$ cat src/rtl/assert_macros.svh
// assertion macros shared by the throttle rtl
// depends on nothing; included by files that carry assertions
`ifndef ASSERT_MACROS_SVH
`define ASSERT_MACROS_SVH

`ifndef SYNTHESIS
// plain property check on the rising clock edge, off during reset
`define PSET_ASSERT(lbl, clk, rst_n, prop) \
  lbl: assert property (@(posedge clk) disable iff (!rst_n) (prop)) \
    else $error("throttle assertion failed");
// overlapping implication check, off during reset
`define PSET_ASSERT_IMP(lbl, clk, rst_n, ante, cons) \
  lbl: assert property (@(posedge clk) disable iff (!rst_n) (ante) |-> (cons)) \
    else $error("throttle implication failed");
`else
`define PSET_ASSERT(lbl, clk, rst_n, prop)
`define PSET_ASSERT_IMP(lbl, clk, rst_n, ante, cons)
`endif

`endif

$ cat src/rtl/pset_ram.sv
// generic single write port, single read port ram with registered read
// depends on nothing
`default_nettype none

module pset_ram #(
  parameter int WIDTH = 8,
  parameter int DEPTH = 64
) (
  input  wire logic                     clk,
  input  wire logic                     wr_en,
  input  wire logic [$clog2(DEPTH)-1:0] wr_addr,
  input  wire logic [WIDTH-1:0]         wr_data,
  input  wire logic                     rd_en,
  input  wire logic [$clog2(DEPTH)-1:0] rd_addr,
  output logic      [WIDTH-1:0]         rd_data
);

  logic [WIDTH-1:0] mem [DEPTH];

  // write port
  always_ff @(posedge clk) begin
    if (wr_en) begin
      mem[wr_addr] <= wr_data;
    end
  end

  // registered read port
  always_ff @(posedge clk) begin
    if (rd_en) begin
      rd_data <= mem[rd_addr];
    end
  end

endmodule

`default_nettype wire

$ cat config.mk
export PLATFORM = sky130hd
export DESIGN_NAME = pset_ram
export DESIGN_NICKNAME = d
export VERILOG_FILES = /design/src/rtl/assert_macros.svh /design/src/rtl/pset_ram.sv
export SDC_FILE = /design/constraint.sdc
export NUM_CORES = 1
export LEC_CHECK = 0
export BUFFER_PORTS_ARGS = -buffer_cell sky130_fd_sc_hd__buf_2
export CORE_ASPECT_RATIO = 1.5
export CORE_MARGIN = 2
export CORE_UTILIZATION = 62
export CTS_CLUSTER_DIAMETER = 120
export DETAILED_ROUTE_END_ITERATION = 6
export GPL_TIMING_DRIVEN = 0
export PLACE_DENSITY = 0.79
export SLEW_MARGIN = 10
export SYNTH_ARGS = -nofsm -noshare
export SYNTH_HDL_FRONTEND = slang
export SYNTH_SLANG_ARGS = --single-unit
$ cat constraint.sdc
create_clock -name clk -period 5.7 [get_ports clk]
set_input_delay 1.14 -clock clk [delete_from_list [all_inputs] [get_ports clk]]
set_output_delay 1.14 -clock clk [all_outputs]
set_load 0.02 [all_outputs]
==> metrics.txt <==
fin cells=1451; Post-CTS Resized=0; r2r startpoint=mem[3][3]; Pleak=6.88 nW; vias per cell=6.82; Post-synth EDFFs=520; area of the multi-input gates=4330 sq um; DP Area=20900 sq um; dpl ws=1.77 ns; core area=32400 sq um; Routed wire per std cell=32.1 um; most used cell, CP=clkbuf_1; Setup Buffers After CTS=0; Yosys reg bits=520; Final Critical Period=3.40 ns; routed wl met3=3.90 mm; # H-tree levels=2; crit-path max cell delay=0.55 ns; Worst-path clk slew=0.06 ns; Routed Antenna Nets=0; Nets=1031; skew final=0.00816 ns; Synth top area share=0.771; Clock Latency Late Sink=0.56 ns; highest metal used=met5; DRT Pass-1 Iters=5; Commonest cells post-synth=520 x edfxtp_1, 126 x mux4_2, 83 x nor2_1, 23 x mux2i_1, 19 x nand2_1; CTS max path bufs=3; Filler cells=1970; gpl congestion=0.965; drt total wl=46.5 mm; total chip power=7.57 mW; Ys Warns=0; DR WL met2=24.1 mm; largest net degree at the start of global routing=65; antenna violations before repair=1; Register Area=15600 sq um; Data arrival, critical path=3.67 ns; slew at the pin closest to its max-slew limit=1.26 ns; Setup crit end kind=flip-flop; Post-synth ARST share=0; CTS Root Cell=clkbuf_16; HP Start=rd_en; Required @ worst endpoint=5.98 ns; Area Overhead vs Synth=9.85%; dpl cells=1377; RSZ-0062 raised after global routing=false; register area share after synthesis=0.771; Post-Syn Instances=940; diode count=0; cts hold-fix bufs=0; Avg Cell Area, Syn=21.5 sq um; Util after Layout=0.686; Max Cap Viol=0; final worst slack=2.30 ns; R2R cell count=4; status=completed; met1 wire length=15.9 mm; chip width=152 um; DR vias=9891; Worst setup SP type=input pin; fin. max-slew vios=0; Global Route Usage Sum=0.283; grt ovf=0; Setup Crit Path Kind=in2reg; Max stage delay cell, worst path=clkbuf_1; count leader, synth=edfxtp_1; Setup Viol. Count Final=0; FP Rows=81; HPWL after detailed placement=30.0 mm; count of final hold-check violations=0; peak supply drop=0.343 mV; Area contributors post-synth=edfxtp_1 77%, mux4_2 14%, nor2_1 1.5%, mux2i_1 1.1%, mux2_2 0.72%; syn_nets=963; Cell Pwr Density=341 nW/um^2; cells along the critical path=buf_2 -> clkbuf_1 -> clkbuf_1 -> clkbuf_1 -> o2111ai_1 -> nand2_1 -> o2bb2ai_1; PortBufs=22; Fin Hold WS=0.934 ns; Final period util=0.596; Top FF cell, synth=edfxtp_1; synthesized area=20200 sq um; hold-critical path depth=1; Fin Setup TNS=0 ns; CP startpoint=rd_addr[4]; Worst slew margin=0.161; Die Y=225 um; CTS tree=done; Crit Path Max Fanout=10; vias in the first global route=10125; fin area=22200 sq um; first-pass GRT wire length=67.0 mm; die area=34100 sq um; clk sinks=520; Ports=31; hold crit path type=in2reg; cell taking the most area after synthesis=edfxtp_1; total CTS buffers=44; Yosys cell types=39; Starting Density=0.624; share of cells above drive strength 1=0.239; Initial DRC Count=1130; fmax=294 MHz; # DRC=0
==> cell usage in the layout (no fill, tap or decap), drive strengths merged, types with 13 or more instances in the layout <==
| cell type | instances |
|---|---|
| buf | 56 |
| clkbuf | 72 |
| clkinv | 13 |
| edfxtp | 520 |
| mux2 | 13 |
| mux2i | 23 |
| mux4 | 126 |
| nand2 | 19 |
| nand3 | 13 |
| nor2 | 83 |
| nor2b | 14 |
==> per-layer routing <==
metal  global-route usage  vias up
met5                    0        -
met4                0.138        2
met3               0.0490      138
met2                0.476      600
met1                0.361     5099
li1                     -     4052
==> state kept, by name (all words and copies together), names as in the netlist <==
register,flops
rd_data,8
mem,512
==> cells by family after synthesis <==
kind of cell | count (synthesis) | synth area share
flops | 520 | 0.771
mux | 162 | 0.159
simple gates | 153 | 0.0337
compound gates | 54 | 0.0206
buf+inv | 51 | 0.0156
==> critical path, delay by kind of cell <==
| family | cells | cell delay, ns |
|---|---|---|
| buf+inv | 4 | 1.85 |
| compound gates | 2 | 0.49 |
| simple gates | 1 | 0.17 |
==> area by class of cell <==
class                   count  area share
repair buffers             22     0.00506
well taps                 415      0.0233
clock inverters            19     0.00849
clock buffers              55      0.0523
multi-input cells         369       0.194
flip-flops and latches    520       0.702
plain buffers              51      0.0142
==> path summary, 6_finish.rpt <==
check	end	slack, ns
max	rd_data[1]	2.30
min	rd_data[4]	0.93
max reg2reg	rd_data[3]	3.42
min reg2reg	rd_data[7]	1.02
==> where the power goes <==
group / internal (mW) / switching [mW] / total [mW] / leakage, nW
Clock: 1.62 / 1.28 / 2.91 / 0.657
Combinational: 0.148 / 0.273 / 0.420 / 1.54
Sequential: 4.24 / 0.00708 / 4.25 / 4.69
Total: 6.01 / 1.56 / 7.57 / 6.88
Power figures use the tool's default switching activity.
